## src/oamf_pkg.sv

```systemverilog
// types, codes and defaults of the obstacle avoidance mode machine
`timescale 1ns / 1ps

package oamf_pkg;

    localparam int DIST_W     = 16;
    localparam int CNT_W      = 8;
    localparam int MODE_W     = 3;
    localparam int REASON_W   = 4;
    localparam int CFG_IDX_W  = 3;
    localparam int CFG_DATA_W = 16;

    // mode codes
    localparam logic [MODE_W-1:0] MODE_TRACK   = 3'd0;
    localparam logic [MODE_W-1:0] MODE_DODGE   = 3'd1;
    localparam logic [MODE_W-1:0] MODE_RECOVER = 3'd2;
    localparam logic [MODE_W-1:0] MODE_ARRIVED = 3'd3;
    localparam logic [MODE_W-1:0] MODE_BLOCKED = 3'd4;

    // reason codes
    localparam logic [REASON_W-1:0] RSN_WAITING     = 4'd0;
    localparam logic [REASON_W-1:0] RSN_DONE        = 4'd1;
    localparam logic [REASON_W-1:0] RSN_ABORTED     = 4'd2;
    localparam logic [REASON_W-1:0] RSN_ARRIVED     = 4'd3;
    localparam logic [REASON_W-1:0] RSN_GOAL_BLOCK  = 4'd4;
    localparam logic [REASON_W-1:0] RSN_DODGE_START = 4'd5;
    localparam logic [REASON_W-1:0] RSN_CLEAR       = 4'd6;
    localparam logic [REASON_W-1:0] RSN_GAP_FOUND   = 4'd7;
    localparam logic [REASON_W-1:0] RSN_DODGING     = 4'd8;
    localparam logic [REASON_W-1:0] RSN_REAPPEARED  = 4'd9;
    localparam logic [REASON_W-1:0] RSN_CLEARED     = 4'd10;
    localparam logic [REASON_W-1:0] RSN_PUSHING     = 4'd11;

    // configuration register indexes
    localparam logic [CFG_IDX_W-1:0] CFG_DANGER       = 3'd0;
    localparam logic [CFG_IDX_W-1:0] CFG_CLEAR        = 3'd1;
    localparam logic [CFG_IDX_W-1:0] CFG_ARRIVE       = 3'd2;
    localparam logic [CFG_IDX_W-1:0] CFG_GOAL_NEAR    = 3'd3;
    localparam logic [CFG_IDX_W-1:0] CFG_RECOVERY_LEN = 3'd4;

    // register defaults
    localparam logic [DIST_W-1:0] DANGER_RST       = 16'd500;
    localparam logic [DIST_W-1:0] CLEAR_RST        = 16'd800;
    localparam logic [DIST_W-1:0] ARRIVE_RST       = 16'd200;
    localparam logic [DIST_W-1:0] GOAL_NEAR_RST    = 16'd550;
    localparam logic [CNT_W-1:0]  RECOVERY_LEN_RST = 8'd25;

    typedef struct packed {
        logic [DIST_W-1:0] danger_mm;
        logic [DIST_W-1:0] clear_mm;
        logic [DIST_W-1:0] arrive_mm;
        logic [DIST_W-1:0] goal_near_mm;
        logic [CNT_W-1:0]  recovery_len;
    } t_cfg;

    typedef struct packed {
        logic              sample_valid;
        logic [DIST_W-1:0] goal_dist_mm;
        logic [DIST_W-1:0] front_min_mm;
        logic [DIST_W-1:0] left_avg_mm;
        logic [DIST_W-1:0] right_avg_mm;
    } t_item;

    typedef struct packed {
        logic [MODE_W-1:0]   mode;
        logic                turn_left;
        logic [REASON_W-1:0] reason_code;
    } t_result;

    typedef struct packed {
        logic [MODE_W-1:0] mode;
        logic              left_flag;
        logic [CNT_W-1:0]  recover_count;
    } t_state;

endpackage

```

## src/oamf_step.sv

```systemverilog
// next mode, turn direction, countdown and reason for one sensor item
`timescale 1ns / 1ps

module oamf_step import oamf_pkg::*; (
    input  t_cfg    i_cfg,
    input  t_state  i_state,
    input  t_item   i_item,
    output t_state  o_state_nxt,
    output t_result o_result
);

    logic             danger;
    logic             left_wider;
    logic [CNT_W-1:0] count_dec;
    t_state           state_nxt;
    logic [REASON_W-1:0] reason;

    assign danger     = i_item.front_min_mm < i_cfg.danger_mm;
    assign left_wider = i_item.left_avg_mm > i_item.right_avg_mm;
    // countdown saturates at zero
    assign count_dec  = (i_state.recover_count != '0) ?
                        i_state.recover_count - CNT_W'(1) : '0;

    always_comb begin
        state_nxt = i_state;
        reason    = RSN_WAITING;
        if (!i_item.sample_valid) begin
            reason = RSN_WAITING;
        end else if (i_state.mode == MODE_ARRIVED) begin
            reason = RSN_DONE;
        end else if (i_state.mode == MODE_BLOCKED) begin
            reason = RSN_ABORTED;
        end else if (i_item.goal_dist_mm < i_cfg.arrive_mm) begin
            state_nxt.mode = MODE_ARRIVED;
            reason         = RSN_ARRIVED;
        end else if (i_item.goal_dist_mm < i_cfg.goal_near_mm && danger) begin
            state_nxt.mode = MODE_BLOCKED;
            reason         = RSN_GOAL_BLOCK;
        end else begin
            unique case (i_state.mode)
                MODE_TRACK: begin
                    if (danger) begin
                        state_nxt.mode      = MODE_DODGE;
                        state_nxt.left_flag = left_wider;
                        reason              = RSN_DODGE_START;
                    end else begin
                        reason = RSN_CLEAR;
                    end
                end
                MODE_DODGE: begin
                    if (i_item.front_min_mm > i_cfg.clear_mm) begin
                        state_nxt.mode          = MODE_RECOVER;
                        state_nxt.recover_count = i_cfg.recovery_len;
                        reason                  = RSN_GAP_FOUND;
                    end else begin
                        reason = RSN_DODGING;
                    end
                end
                MODE_RECOVER: begin
                    state_nxt.recover_count = count_dec;
                    if (danger) begin
                        state_nxt.mode      = MODE_DODGE;
                        state_nxt.left_flag = left_wider;
                        reason              = RSN_REAPPEARED;
                    end else if (count_dec == '0) begin
                        state_nxt.mode = MODE_TRACK;
                        reason         = RSN_CLEARED;
                    end else begin
                        reason = RSN_PUSHING;
                    end
                end
                default: begin
                    state_nxt = i_state;
                    reason    = RSN_WAITING;
                end
            endcase
        end
    end

    assign o_state_nxt          = state_nxt;
    assign o_result.mode        = state_nxt.mode;
    assign o_result.turn_left   = state_nxt.left_flag;
    assign o_result.reason_code = reason;

endmodule

```

## config.mk

```make
export PLATFORM = sky130hd
export DESIGN_NAME = oamf_step
export DESIGN_NICKNAME = d
export VERILOG_FILES = /design/src/oamf_pkg.sv /design/src/oamf_step.sv
export SDC_FILE = /design/constraint.sdc
export NUM_CORES = 1
export LEC_CHECK = 0
export BUFFER_PORTS_ARGS = -buffer_cell sky130_fd_sc_hd__buf_2
export CORE_ASPECT_RATIO = 1.2
export CORE_MARGIN = 2
export CORE_UTILIZATION = 46
export DETAILED_ROUTE_END_ITERATION = 16
export PLACE_DENSITY = 0.92
export SYNTH_ARGS = -nofsm -noshare
export SYNTH_HDL_FRONTEND = slang
export SYNTH_SLANG_ARGS = --single-unit
```

## constraint.sdc

```tcl
create_clock -name vclk -period 6.4
set_input_delay 1.92 -clock vclk [all_inputs]
set_output_delay 1.92 -clock vclk [all_outputs]
set_load 0.01 [all_outputs]
```

# Yosys cells after proc, flatten, opt, wreduce, memory -nomap -nowiden
# Cells that the tools add are included.
[word_totals]
reg_bits = 0
in_bits = 149
elab_cells = 41
[op_classes]
n_addsub = 1
order_cmp = 5
eq_ne = 4
mux = 27
reduce_logical = 4
[ops]
columns = ["operator", "count"]
rows = [
  ["16-bit < comparator", 3],
  ["12-bit two-way mux", 3],
  ["16-bit greater-than comparator", 2],
  ["4-bit two-way mux", 8],
  ["9-bit two-way mux", 2],
  ["8-bit two-way mux", 2],
  ["8-bit one-hot mux with 2 select lines", 1],
  ["3-bit two-way mux", 5],
  ["4-bit one-hot mux with 3 select lines", 1],
  ["3-bit one-hot mux with 3 select lines", 1],
  ["8-bit zero test", 1],
  ["8-bit nonzero test", 1],
  ["8-bit by 1-bit subtractor with 8-bit output (second input constant)", 1],
  ["3-bit by 2-bit equality test with 1-bit output (second input constant)", 2],
  ["3-bit by 1-bit equality test with 1-bit output (second input constant)", 1],
  ["3-bit equality test (second input constant)", 1],
  ["3-bit zero test", 1],
  ["1-bit two-way mux", 2],
  ["2-bit two-way mux", 1],
  ["1-bit one-hot mux with 2 select lines", 1],
  ["1-bit logical AND", 1],
]

# Longest topological paths before layout
[depth]
word_depth = 11
depth_mapped = 10
ltp_nobuf = 9

# Least setup slack after synthesis
# OpenSTA, ideal clock, no wires.
[synth_path]
kind = "input-to-output"
start = "input port i_cfg[65] (netlist bit)"
end = "output port o_state_nxt[11] (netlist bit)"
arrival_ns = 3.841
t_required_ns = 4.480
slack_ns = 0.639
stages = 10
cell_sequence = "inv_1 -> ha_1 -> a21o_1 -> a21o_1 -> a211oi_2 -> o211a_1 -> nand3_1 -> nor2_1 -> a2bb2oi_1 -> buf_4"
[synth_rtl]
columns = ["item", "line_no", "rtl"]
rows = [
  ["from (decl)", "oamf_step.sv:5", "input t_cfg i_cfg,"],
  ["to (decl)", "oamf_step.sv:8", "output t_state o_state_nxt,"],
]

==> results.py <==
metrics = {
    "run_status": {
        "status": "completed",
    },
    "routing": {
        "first_iter_violations": 147,
        "ant_nets": 0,
        "wl_um": 8030,
        "wire_per_inst_um": 12.8,
        "drtPass1Iterations": 4,
        "vias": 3363,
        "drc": 0,
        "vias_per_cell": 5.36,
    },
    "synth": {
        "synthTopCellsByArea": "ha_1, inv_1, a21oi_1",
        "ys_seq_area_frac": 0,
        "synth_top_area_cell": "ha_1",
        "syn_area_um2": 2700,
        "yosys_warnings": 0,
        "syn_area_per_cell_um2": 6.97,
        "syn_nets": 614,
        "synth_cell_types": 58,
        "netlist_instances": 387,
        "synth_top_area_frac": 0.362,
    },
    "layout": {
        "drive_gt1_frac": 0.330,
        "nNetsFinal": 777,
        "clock_buffers": 0,
        "seq_area_um2": 0,
        "synthToLayoutAreaGrowth_pct": 33.7,
        "n_sequential_cell": 0,
        "antenna_cells": 0,
        "mostFrequentLayoutCells": "buf_2, inv_1, ha_1, a21oi_1, nand2_1",
        "design_area_um2": 3610,
        "final_common_cell": "buf_2",
    },
    "worst_setup_path": {
        "crit_top_cell": "buf_2",
        "cp.arrival_ns": 4.20,
        "required_ns": 4.48,
        "crit_slowest_cell": "a211oi_4",
        "crit_buf_inv": 3,
        "slowest_delay_ns": 0.55,
        "worstSetupPathType": "in -> out",
        "cp-end-kind": "primary output",
        "crit_chain": "buf_2 -> inv_1 -> ha_1 -> nand2_1 -> o21ai_0 -> a21oi_1 -> a211oi_4 -> a2111oi_0 -> o31ai_1 -> buf_2",
        "start_kind": "input pin",
        "path_delay_family": "compound AO/OA/AOI/OAI gates",
        "critPathMaxFanout": 12,
    },
    "global_route": {
        "grt_pass1_wl_um": 12700,
        "grt_max_degree": 13,
        "grt_usage": 0.236,
        "first_global_vias": 3245,
        "grt-ovfl-total": 0,
        "antenna_found_initial": 0,
    },
    "placement": {
        "port_buffers": 169,
        "dpl_cell_area_um2": 3590,
        "dpl.hpwl_um": 7310,
        "gp_congestion": 0.929,
    },
    "power_and_ir_drop": {
        "ir_drop_mv": 0.0314,
        "power.leakage_nw": 2.18,
        "power.density_nw_per_um2": 63.2,
    },
    "worst_hold_path": {
        "hold_path.class": "in -> out",
    },
    "floorplan": {
        "die_height_um": 87.9,
        "core-area_um2": 5670,
        "fp-row-count": 30,
        "ioPinCount": 169,
        "die-area_um2": 6490,
        "start_util": 0.476,
        "fp.dieW_um": 73.9,
    },
    "sta": {
        "period_share": 0.957,
        "maxSlewViolCount": 0,
        "tns_ns": 0,
        "period_minus_slack_ns": 6.12,
        "max_freq_mhz": 163,
        "hold_viol": 0,
        "relSlewSlack": 0.522,
        "worstMarginPinSlew_ns": 0.711,
        "finalSetupViolCount": 0,
        "grt_setup_unrepaired": "false",
    },
    "job": {
        "drv_cap": 0,
    },
}
[final timing paths]
check                       from             end  slack [ns]  cells past startpoint
worst max-delay path   i_cfg[55]     o_result[1]        0.28                     10
worst min-delay path  i_state[1]  o_state_nxt[1]        4.19                      3
[through the flow]
step	worst slack (ns)	hold slack, ns	total power [mW]	cells	utilization
6_report	0.276	4.19	0.228	628	0.636
2_1_floorplan	0.639	3.93	0.135	387	-
4_1_cts	0.0950	4.19	0.228	628	0.634
3_5_place_dp	0.103	4.18	0.227	628	0.634
5_1_grt	0.0588	4.20	0.259	628	0.636
3_3_place_gp	0.179	4.19	0.217	628	0.634
[cells by family (layout without fill, tap and decap cells)]
| kind of cell | Yosys count | in the layout | share of synthesized area |
|---|---|---|---|
| AO/OA/AOI/OAI | 123 | 123 | 0.306 |
| XOR/XNOR | 2 | 2 | 0.00650 |
| adder cells (fa/ha/maj) | 78 | 78 | 0.362 |
| buffers and inverters | 95 | 256 | 0.139 |
| multiplexers | 1 | 1 | 0.00557 |
| AND/OR/NAND/NOR | 88 | 88 | 0.181 |
[cells in the mapped netlist, drive strengths merged (4+ instances only)]
cell type	number
inv	87
ha	78
a21oi	38
nand2	22
nor2	20
o21ai	19
a21o	13
nand4	11
o2bb2ai	9
a211oi	8
buf	7
nand3	6
nor3	5
o211ai	5
nor4	4
o21a	4
[power breakdown]
group          switching, mW  internal (mW)  total [mW]
sequential                 0              0           0
combinational          0.120          0.108       0.228
clock                      0              0           0
total                  0.120          0.108       0.228
[repair_timing]
item,CTS,global route
resized for setup,0,2
hold buffers,0,0
endpoints found under the hold margin,0,0
setup endpoints to repair,0,3
buffers inserted,0,0
[metal layers]
metal,global-route usage,vias up,wire (µm)
met2,0.503,146,4330
met1,0.234,1471,3000
met5,0,-,0
li1,-,1727,-
met4,0.0463,0,165
met3,0.0253,19,536
[layout make-up]
cell class,instances,area [µm²]
Inverter,87,327
Timing Repair Buffer,169,846
Fill cell,481,2060
Multi-Input combinational cell,292,2330
Tap cell,80,100
Power figures use the tool's default switching activity.
